### src/design/adc_scan_oversample_average_core_macros.svh
// Assertion macros for the ADC scan oversampling core.
// Used by the RTL files that carry concurrent checks; needs clk and rst_n in scope.
`ifndef ADC_SCAN_OVERSAMPLE_AVERAGE_CORE_MACROS_SVH
`define ADC_SCAN_OVERSAMPLE_AVERAGE_CORE_MACROS_SVH

// Check that is off while reset is asserted.
`define ASOA_ASSERT(label, prop, msg) \
  label: assert property (@(posedge clk) disable iff (!rst_n) prop) else $error(msg);

// Check that also holds through reset.
`define ASOA_ASSERT_ALWAYS(label, prop, msg) \
  label: assert property (@(posedge clk) prop) else $error(msg);

`endif

### src/design/asoa_pkg.sv
// Shared types and constants for the ADC scan oversampling core.
// No dependencies; used by asoa_avg_store and the top level.
package asoa_pkg;

  localparam int SAMPLE_W     = 10;
  localparam int CHAN_W       = 3;
  localparam int MUX_W        = 5;
  localparam int NUM_CH_W     = 4;
  localparam int MUX_ENTRIES  = 8;
  localparam int MUX_CODES_W  = MUX_W * MUX_ENTRIES;
  localparam int CFG_DATA_W   = MUX_CODES_W;
  localparam int CFG_IDX_W    = 1;

  localparam int CHANNELS_DEF  = 8;
  localparam int AVG_SHIFT_DEF = 4;

  typedef enum logic {
    OP_SAMPLE = 1'b0,
    OP_READ   = 1'b1
  } op_t;

  typedef enum logic [CFG_IDX_W-1:0] {
    REG_NUM_CHANNELS = 1'b0,
    REG_MUX_CODES    = 1'b1
  } reg_idx_t;

  // Write request into the average store.
  typedef struct packed {
    logic                wr_en;
    logic [CHAN_W-1:0]   wr_chan;
    logic [SAMPLE_W-1:0] wr_avg;
  } avg_wr_t;

endpackage

### src/design/asoa_avg_store.sv
// Per-channel average storage: one write port, one read port.
// Depends on asoa_pkg.
module asoa_avg_store #(
  parameter int CHANNELS = asoa_pkg::CHANNELS_DEF
) (
  input  logic                             clk,
  input  logic                             rst_n,
  input  asoa_pkg::avg_wr_t                wr,
  input  logic [asoa_pkg::CHAN_W-1:0]      rd_chan,
  output logic [asoa_pkg::SAMPLE_W-1:0]    rd_data
);

  localparam int IDX_W = (CHANNELS > 1) ? $clog2(CHANNELS) : 1;
  localparam logic [asoa_pkg::NUM_CH_W-1:0] CHAN_LIMIT = asoa_pkg::NUM_CH_W'(CHANNELS);

  logic [asoa_pkg::SAMPLE_W-1:0] avg_r [CHANNELS];

  logic wr_ok;
  logic rd_ok;

  assign wr_ok = wr.wr_en && ({1'b0, wr.wr_chan} < CHAN_LIMIT);
  assign rd_ok = {1'b0, rd_chan} < CHAN_LIMIT;

  always_ff @(posedge clk) begin
    if (!rst_n) begin
      for (int i = 0; i < CHANNELS; i++) begin
        avg_r[i] <= '0;
      end
    end else if (wr_ok) begin
      avg_r[wr.wr_chan[IDX_W-1:0]] <= wr.wr_avg;
    end
  end

  // Channels at or above CHANNELS read as zero.
  assign rd_data = rd_ok ? avg_r[rd_chan[IDX_W-1:0]] : '0;

endmodule

### src/design/adc_scan_oversample_average_core.sv
// Channel      | Signals                                          | Direction
// input item   | in_valid/in_ready, in_opcode, in_sample,         | in
//              | in_read_channel                                  |
// result item  | out_valid/out_ready, out_read_value, out_mux_code,| out
//              | out_stored, out_stored_channel                   |
// config write | cfg_valid/cfg_ready, cfg_index, cfg_data         | in
//
// One item per cycle while in_ready is high; each result is registered and appears in the cycle after its transfer.
// Path per item: one accumulator add of 10+AVG_SHIFT bits and a channel-count compare.
// in_ready is low only while the result register is full and out_ready is low.
// Synchronous reset clears the accumulator, count, scan index and all averages
// at once; no clearing pass. cfg_ready is always high.
// Depends on asoa_pkg, asoa_avg_store and the assertion macro header.
`include "adc_scan_oversample_average_core_macros.svh"

module adc_scan_oversample_average_core #(
  parameter int CHANNELS  = asoa_pkg::CHANNELS_DEF,
  parameter int AVG_SHIFT = asoa_pkg::AVG_SHIFT_DEF
) (
  input  logic                              clk,
  input  logic                              rst_n,
  input  logic                              cfg_valid,
  output logic                              cfg_ready,
  input  logic [asoa_pkg::CFG_IDX_W-1:0]    cfg_index,
  input  logic [asoa_pkg::CFG_DATA_W-1:0]   cfg_data,
  input  logic                              in_valid,
  output logic                              in_ready,
  input  logic                              in_opcode,
  input  logic [asoa_pkg::SAMPLE_W-1:0]     in_sample,
  input  logic [asoa_pkg::CHAN_W-1:0]       in_read_channel,
  output logic                              out_valid,
  input  logic                              out_ready,
  output logic [asoa_pkg::SAMPLE_W-1:0]     out_read_value,
  output logic [asoa_pkg::MUX_W-1:0]        out_mux_code,
  output logic                              out_stored,
  output logic [asoa_pkg::CHAN_W-1:0]       out_stored_channel
);

  localparam int SUM_W = asoa_pkg::SAMPLE_W + AVG_SHIFT;
  localparam int CNT_W = AVG_SHIFT + 1;
  localparam logic [asoa_pkg::NUM_CH_W-1:0] CHAN_LIMIT = asoa_pkg::NUM_CH_W'(CHANNELS);

  logic [asoa_pkg::NUM_CH_W-1:0]    num_channels_r;
  logic [asoa_pkg::MUX_CODES_W-1:0] mux_codes_r;

  logic [SUM_W-1:0]              sum_r, sum_nxt;
  logic [CNT_W-1:0]              count_r, count_nxt;
  logic [asoa_pkg::CHAN_W-1:0]   active_r, active_nxt;

  logic                          out_valid_r, out_valid_nxt;
  logic [asoa_pkg::SAMPLE_W-1:0] read_value_r, read_value_nxt;
  logic [asoa_pkg::MUX_W-1:0]    mux_code_r, mux_code_nxt;
  logic                          stored_r, stored_nxt;
  logic [asoa_pkg::CHAN_W-1:0]   stored_chan_r, stored_chan_nxt;

  logic                          in_fire;
  logic                          cfg_fire;
  logic [asoa_pkg::NUM_CH_W-1:0] eff_count;
  logic [asoa_pkg::NUM_CH_W-1:0] active_inc;
  logic [asoa_pkg::SAMPLE_W-1:0] store_rd;
  asoa_pkg::avg_wr_t             avg_wr;

  assign cfg_ready = 1'b1;
  assign cfg_fire  = cfg_valid && cfg_ready;
  assign in_ready  = !out_valid_r || out_ready;
  assign in_fire   = in_valid && in_ready;

  always_ff @(posedge clk) begin
    if (!rst_n) begin
      num_channels_r <= asoa_pkg::NUM_CH_W'(1);
      mux_codes_r    <= '0;
    end else if (cfg_fire) begin
      unique case (asoa_pkg::reg_idx_t'(cfg_index))
        asoa_pkg::REG_NUM_CHANNELS: num_channels_r <= cfg_data[asoa_pkg::NUM_CH_W-1:0];
        asoa_pkg::REG_MUX_CODES:    mux_codes_r    <= cfg_data;
        default: ;
      endcase
    end
  end

  // Clamp the list length to 1..CHANNELS.
  always_comb begin
    priority if (num_channels_r == '0) begin
      eff_count = asoa_pkg::NUM_CH_W'(1);
    end else if (num_channels_r > CHAN_LIMIT) begin
      eff_count = CHAN_LIMIT;
    end else begin
      eff_count = num_channels_r;
    end
  end

  assign active_inc = {1'b0, active_r} + asoa_pkg::NUM_CH_W'(1);

  asoa_avg_store #(
    .CHANNELS (CHANNELS)
  ) u_store (
    .clk     (clk),
    .rst_n   (rst_n),
    .wr      (avg_wr),
    .rd_chan (in_read_channel),
    .rd_data (store_rd)
  );

  always_comb begin
    sum_nxt         = sum_r;
    count_nxt       = count_r;
    active_nxt      = active_r;
    read_value_nxt  = '0;
    stored_nxt      = 1'b0;
    stored_chan_nxt = '0;
    avg_wr.wr_en    = 1'b0;
    avg_wr.wr_chan  = active_r;
    avg_wr.wr_avg   = sum_r[SUM_W-1:AVG_SHIFT];
    if (in_fire) begin
      unique case (asoa_pkg::op_t'(in_opcode))
        asoa_pkg::OP_READ: begin
          read_value_nxt = store_rd;
        end
        asoa_pkg::OP_SAMPLE: begin
          if (!count_r[AVG_SHIFT]) begin
            count_nxt = count_r + CNT_W'(1);
            sum_nxt   = sum_r + SUM_W'(in_sample);
          end else begin
            // Window full: drop this sample, store the average, advance the scan.
            avg_wr.wr_en    = 1'b1;
            sum_nxt         = '0;
            count_nxt       = '0;
            stored_nxt      = 1'b1;
            stored_chan_nxt = active_r;
            active_nxt      = (active_inc < eff_count) ?
                              active_inc[asoa_pkg::CHAN_W-1:0] : '0;
          end
        end
        default: ;
      endcase
    end
    mux_code_nxt = mux_codes_r[asoa_pkg::MUX_W*active_nxt +: asoa_pkg::MUX_W];
  end

  assign out_valid_nxt = in_fire || (out_valid_r && !out_ready);

  always_ff @(posedge clk) begin
    if (!rst_n) begin
      sum_r       <= '0;
      count_r     <= '0;
      active_r    <= '0;
      out_valid_r <= 1'b0;
    end else begin
      sum_r       <= sum_nxt;
      count_r     <= count_nxt;
      active_r    <= active_nxt;
      out_valid_r <= out_valid_nxt;
    end
  end

  // Result payload; load on transfer, hold otherwise.
  always_ff @(posedge clk) begin
    if (in_fire) begin
      read_value_r  <= read_value_nxt;
      mux_code_r    <= mux_code_nxt;
      stored_r      <= stored_nxt;
      stored_chan_r <= stored_chan_nxt;
    end
  end

  assign out_valid          = out_valid_r;
  assign out_read_value     = read_value_r;
  assign out_mux_code       = mux_code_r;
  assign out_stored         = stored_r;
  assign out_stored_channel = stored_chan_r;

  `ASOA_ASSERT(a_count_bound, count_r <= CNT_W'(1 << AVG_SHIFT), "sample count past window")
  `ASOA_ASSERT(a_active_bound, {1'b0, active_r} < CHAN_LIMIT, "scan index outside store")
  `ASOA_ASSERT(a_store_clears, in_fire && !in_opcode && count_r[AVG_SHIFT] |=> count_r == '0 && sum_r == '0 && out_stored, "store did not clear window")
  `ASOA_ASSERT(a_read_keeps_state, in_fire && in_opcode |=> $stable(sum_r) && $stable(count_r) && $stable(active_r), "read item changed scan state")
  `ASOA_ASSERT(a_store_no_read, out_valid_r && out_stored |-> out_read_value == '0, "store result carries read data")

endmodule

### config.mk
export PLATFORM = sky130hd
export DESIGN_NAME = adc_scan_oversample_average_core
export DESIGN_NICKNAME = d
export VERILOG_FILES = /design/src/design/asoa_pkg.sv /design/src/design/asoa_avg_store.sv /design/src/design/adc_scan_oversample_average_core.sv
export VERILOG_INCLUDE_DIRS = /design/src /design/src/design
export SDC_FILE = /design/constraint.sdc
export NUM_CORES = 1
export LEC_CHECK = 0
export BUFFER_PORTS_ARGS = -buffer_cell sky130_fd_sc_hd__buf_2
export CELL_PAD_IN_SITES_DETAIL_PLACEMENT = 1
export CELL_PAD_IN_SITES_GLOBAL_PLACEMENT = 1
export CORE_MARGIN = 2
export CORE_UTILIZATION = 49
export CTS_BUF_LIST = sky130_fd_sc_hd__clkbuf_2
export CTS_CLUSTER_SIZE = 12
export DETAILED_ROUTE_END_ITERATION = 16
export GPL_ROUTABILITY_DRIVEN = 0
export GPL_TIMING_DRIVEN = 0
export PLACE_DENSITY_LB_ADDON = 0.25
export SLEW_MARGIN = 15
export SYNTH_ARGS = -nofsm -noshare
export SYNTH_HDL_FRONTEND = slang
export SYNTH_SLANG_ARGS = --single-unit
### constraint.sdc
create_clock -name clk -period 4.3 [get_ports clk]
set_input_delay 0.215 -clock clk [delete_from_list [all_inputs] [get_ports clk]]
set_output_delay 0.215 -clock clk [all_outputs]
set_load 0.05 [all_outputs]
### Yosys cells after proc, flatten, opt, wreduce, memory -nomap -nowiden

Memories as Yosys holds them, arrays and structs flattened. A register that Yosys moved wholly into a read port is not among the register bits.
Cells that the tools add are included.

| cells by class | value |
|---|---|
| add/sub/neg operators | 3 |
| multipliers | 1 |
| div/mod/pow operators | 0 |
| magnitude comparators | 2 |
| eq/ne operators | 0 |
| shift-type cells | 1 |
| mux-type cells | 18 |
| bitwise logic cells | 3 |
| reduce and logical (&&, ||, !) cells | 13 |

Operators by type and width:

| cell | count |
|---|---|
| indexed part select 40 x 7 -> 5 bit | 1 |
| 2-to-1 mux 3 bit | 5 |
| adder 14 x 10 -> 14 bit | 1 |
| 2-to-1 mux 14 bit | 1 |
| 2-to-1 mux 10 bit | 1 |
| OR reduction 10 bit | 1 |
| 2-to-1 mux 1 bit | 8 |
| 2-to-1 mux 4 bit | 2 |
| multiplier 3 x 3 -> 6 bit (first input constant) | 1 |
| AND reduction 2 bit | 3 |
| adder 5 x 1 -> 5 bit (second input constant) | 1 |
| 2-to-1 mux 5 bit | 1 |
| adder 3 x 1 -> 4 bit (second input constant) | 1 |
| > comparator 4 bit (second input constant) | 1 |
| logical NOT 4 bit | 1 |
| less-than comparator 4 bit | 1 |
| logical NOT 1 bit | 3 |
| NOT 1 bit | 3 |
| logical AND 1 bit | 2 |
| logical OR 1 bit | 2 |
| OR reduction 2 bit | 1 |

| storage, ports and cells | value |
|---|---|
| register bits | 76 |
| latch bits | 0 |
| bits in writable memories | 80 |
| bits in read-only memories | 0 |
| word-level logic and storage cells | 51 |
| memories | 1 |

Memory list:

| memory | depth | bits a word | read ports | clocked after Yosys merged registers in | write ports | line | source |
|---|---|---|---|---|---|---|---|
| u_store.avg_r | 8 | 10 | 1 | 1 | 8 | asoa_avg_store.sv:16 | `logic [asoa_pkg::SAMPLE_W-1:0] avg_r [CHANNELS];` |

### Depth between registers and ports, before layout

| logic depth | value |
|---|---|
| depth after elaboration | 10 |
| mapped depth | 10 |
| mapped depth without buffers | 9 |

### By module

A second synthesis with hierarchy kept.

| second synthesis, totals | value |
|---|---|
| cells, all modules | 663 |
| area, all modules | 7,708.6 um^2 |

By module, submodules not included:

| module | times used | cells an instance | area each (um^2) | seq. area each (um^2) |
|---|---|---|---|---|
| adc_scan_oversample_average_core | 1 | 427 | 4,056.4 | 1,911.8 |
| asoa_avg_store | 1 | 236 | 3,652.3 | 2,402.3 |

### Worst setup path after synthesis

Ideal clock, no wire load.

| timing path | value |
|---|---|
| path kind | register -> register |
| start | reg active_r[0] (netlist name) |
| end | reg mux_code_r (netlist bit out_mux_code[4]) (data pin) |
| library setup time | 0.260 ns |
| arrival | 2.734 ns |
| required time | 4.040 ns |
| slack | 1.306 ns |
| cell stages (with the launch flop) | 11 |
| buffers on the path | 1 |
| clock period less this slack | 2.994 ns |
| path through | dfxtp_1 ha_1 xor2_1 ha_1 nor4b_4 a211oi_2 a211oi_1 mux2_2 buf_4 mux4_2 mux2_2 |

| between the ends | value |
|---|---|
| word-level cells in the longest chain between the ends | 8 |

Ends and longest elaborated chain:

| element | line | source |
|---|---|---|
| from (decl) | adc_scan_oversample_average_core.sv:48 | `logic [asoa_pkg::CHAN_W-1:0] active_r, active_nxt;` |
| from (signal assigned) | adc_scan_oversample_average_core.sv:151 | `active_r <= active_nxt;` |
| adder 3 x 1 -> 4 bit | adc_scan_oversample_average_core.sv:92 | `assign active_inc = {1'b0, active_r} + asoa_pkg::NUM_CH_W'(1);` |
| less-than comparator 4 bit | adc_scan_oversample_average_core.sv:130 | `active_nxt = (active_inc < eff_count) ?` |
| 2-to-1 mux 3 bit | adc_scan_oversample_average_core.sv:130 |  |
| 2-to-1 mux 3 bit | adc_scan_oversample_average_core.sv:120 | `if (!count_r[AVG_SHIFT]) begin` |
| 2-to-1 mux 3 bit | adc_scan_oversample_average_core.sv:115 | `unique case (asoa_pkg::op_t'(in_opcode))` |
| 2-to-1 mux 3 bit * | adc_scan_oversample_average_core.sv:114 | `if (in_fire) begin` |
| multiplier 3 x 3 -> 6 bit * | adc_scan_oversample_average_core.sv:137 | `mux_code_nxt = mux_codes_r[asoa_pkg::MUX_W*active_nxt +: asoa_pkg::MUX_W];` |
| indexed part select 40 x 7 -> 5 bit * | adc_scan_oversample_average_core.sv:137 |  |
| via mux_code_nxt (one bit) | adc_scan_oversample_average_core.sv:52 | `logic [asoa_pkg::MUX_W-1:0] mux_code_r, mux_code_nxt;` |
| to (signal assigned) | adc_scan_oversample_average_core.sv:160 | `mux_code_r <= mux_code_nxt;` |
| to (decl) | adc_scan_oversample_average_core.sv:52 |  |

Mark *: on every way through the listed nets, which the timed path passes. The rest lies on a longest branch.
A chain may end at the register's enable or synchronous reset.

### Worst setup path in the final report

Same ends and word-level chain as after synthesis.

==> flow_summary.toml <==
[run_status]
status = "finished, final reports clean"

[global_routing]
overflow = 0
grt_pass1_vias = 6117
grt_pass1_wl_mm = 31.8
grtUsageTotal_pct = 24.9
grt_max_degree = 21
antenna_found_initial = 1

[die]
ioPinCount = 82
start_util_pct = 50.3
die_y_um = 129
dieArea_um2 = 16800
die_w_um = 129
fp-row-count = 45
core_um2 = 15300

[timing]
timing.final.ws_setup_ns = 0.983
final_min_period_over_clock_period_pct = 77.1
setup_viol_count_final = 0
period_needed_ns = 3.32
worstMarginPinSlew_ns = 1.09
rsz0062_at_grt = "false"
maxSlewHeadroom_pct = 26.9
finalHoldViolations = 0
fin_skew_ns = 0.0596
slew_viol_final = 0
setup_tns_ns = 0
fmax_mhz = 302

[setup_path]
cp_slowest_stage_delay_ns = 0.58
required_ns = 4.83
crit_path_end_kind = "flop"
reg2reg_to = "out_mux_code[4]"
crit_chain = "ha_1, xor2_1, ha_1, nor4b_4, a211oi_2, a211oi_1, mux2_2, buf_4, mux4_2, mux2_2"
cp.arrival_ns = 3.85
critPathMaxFanout = 10
rr_worst_depth = 10
cp_slowest_cell = "mux4_2"
startpoint_type = "flop"
rrSetupSlack_ns = 0.98
crit_type = "reg2reg"
rr_startpoint = "active_r[0]"

[clock_network]
post_cts_resized = 0
htreeDepth = 4
cts_inserted_buffers = 17
cts-root-buf = "clkbuf_2"
clock_sinks = 166
cts_tree = "done"
cts_buffer_depth = 2
clkTransAtPathRegs_ns = 0.28
clk_latency_ns = 0.78

[synth]
ys_warn_count = 0
synth_seq_cells = 166
synth_ff_type = "edfxtp_1"
syn_area_um2 = 7710
synth_fp_nets = 725
synth_cells = 649
yosysTopAreaCellShare_pct = 38.6
synth-edff-count = 99
synthArstFlopShare_pct = 0
yosysSeqAreaShare_pct = 56.0
synth_top_area_cell = "edfxtp_1"
avgSynthCellArea_um2 = 11.9
synth.distinct_cells = 50
yosysMostFrequentCell = "edfxtp_1"
ys_top_cells_by_area = "edfxtp_1 39%, dfxtp_1 17%, mux4_2 8.8%"
synth_common_cells = "99 x edfxtp_1, 97 x nand2_1, 67 x dfxtp_1"

[routing]
vias_per_cell = 5.50
drt-total-wl_mm = 19.8
drt-initial-drc-count = 265
dr_total_vias = 5619
wl_per_cell_um = 19.4
postRouteAntennaNets = 0
drt-pass1-iter-count = 4
drc = 0

[pwr]
ir_drop_uv = 168
p_comb_share_pct = 12.2
p_int_w = 0.00225
power_frac_seq_pct = 58.5
power.density_nw_per_um2 = 337
switching_power_w = 0.000832
total_leakage_power_nw = 3.39
swShare_pct = 27.0
p_clk_share_pct = 29.4

[flow_run]
maxCapViolations = 0

[placed_design]
placed_cells = 939
io_buffers = 77
dp_hpwl_mm = 13.8
post-place-ws_ns = 0.980

[layout]
drive_above_1_share_pct = 19.0
layout.cells.non_filler = 1021
fin_nets = 872
area_growth_pct = 18.5
regArea_um2 = 4310
num-fill-cells = 1675
multiInputGateArea_um2 = 3210

[min_path]
holdPathEnd = "sum_r[2]"
hp-class = "in2reg"
hold_depth = 6
hp-start = "in_sample[2]"
[flip-flops by register name, indices dropped and copies added (netlist names)]
signal,count
u_store.avg_r,80
mux_codes_r,40
sum_r,14
out_read_value,10
count_r,5
out_mux_code,5
num_channels_r,4
active_r,3
out_stored_channel,3
out_stored,1
out_valid,1
[routing by layer]
metal	GRT usage [%]	wire (um)	share of wire [%]
met2	44.5	10300	52
met5	0	0	0
met4	9.30	495	2.5
met1	30.6	8500	43
met3	4.09	550	2.8
[through the flow]
stage	instance area, um^2	power (W)	utilization [%]	hold WS (ns)
after CTS	9130	0.00309	59.6	0.00682
after floorplan	7710	0.00205	-	0.343
after detailed placement	8370	0.00217	54.7	0.461
after global placement	8360	0.00215	54.6	0.447
after global routing	9130	0.00319	59.6	0.00502
final	9130	0.00308	59.6	0.0553
[placed cells by master (no fill, tap or decap), types with 7 or more instances in the layout]
cell | netlist | routed
edfxtp_1 | 99 | 99
dlygate4sd3_1 | 0 | 49
nor2b_1 | 19 | 19
ha_1 | 15 | 15
nor4_1 | 12 | 12
nand2_1 | 97 | 97
nor2_1 | 19 | 19
mux2_2 | 7 | 7
clkbuf_1 | 34 | 34
clkbuf_2 | 0 | 17
nor3_1 | 26 | 26
dfxtp_1 | 67 | 67
buf_2 | 1 | 78
mux4_2 | 30 | 30
mux2i_1 | 14 | 14
nand2b_1 | 7 | 7
a21boi_0 | 44 | 44
a21oi_1 | 13 | 13
and2_1 | 65 | 65
[worst max-delay path: cells and delay by family (launching register included)]
kind                     cells  cell delay, ns
AO/OA/AOI/OAI                2            0.40
XOR/XNOR                     1            0.17
adder cells (fa/ha/maj)      2            0.53
buffers and inverters        1            0.22
flip-flops                   1            0.42
multiplexers                 3            1.10
AND/OR/NAND/NOR              1            0.27
[power by group through the flow]
stage,sequential [W],combinational [W],clock (W)
after floorplan,0.00186,0.000190,0
after global placement,0.00183,0.000320,0
after detailed placement,0.00183,0.000336,0
after CTS,0.00180,0.000371,0.000913
after global routing,0.00181,0.000409,0.000967
final,0.00180,0.000375,0.000905
[logic make-up (layout without fill, tap and decap cells)]
group | Yosys count | in the layout | share of synthesized area [%]
XOR/XNOR | 9 | 9 | 1.02
adder cells (fa/ha/maj) | 16 | 16 | 2.69
AO/OA/AOI/OAI | 93 | 93 | 8.47
buffers and inverters | 47 | 207 | 2.40
flip-flops | 166 | 166 | 56.0
AND/OR/NAND/NOR | 266 | 266 | 17.8
other | 1 | 2 | 0.0486
multiplexers | 51 | 51 | 11.6
[layout make-up]
cell class	instances	area share [%]
inverter	9	0.370
clock inverter	15	1.97
tap	211	2.89
antenna	1	0.0274
clock buffer	17	0.932
buffer	38	1.66
multi-input combinational	436	35.1
timing repair buffer	128	9.76
sequential	166	47.2
[repair_timing]
item                      CTS  global route
hold buffers               49             0
hold endpoints to repair   54             0
setup buffers               0             0
[worst max-delay path by stage]
stage           startpoint               to  depth (start not counted)
2_1_floorplan  active_r[0]  out_mux_code[4]                         10
3_3_place_gp   active_r[0]  out_mux_code[4]                         10
3_5_place_dp   active_r[0]  out_mux_code[4]                         10
4_1_cts        active_r[0]  out_mux_code[4]                         10
5_1_grt        active_r[0]  out_mux_code[4]                         10
6_report       active_r[0]  out_mux_code[4]                         10
Note: power is estimated with default switching activity, not from simulation.
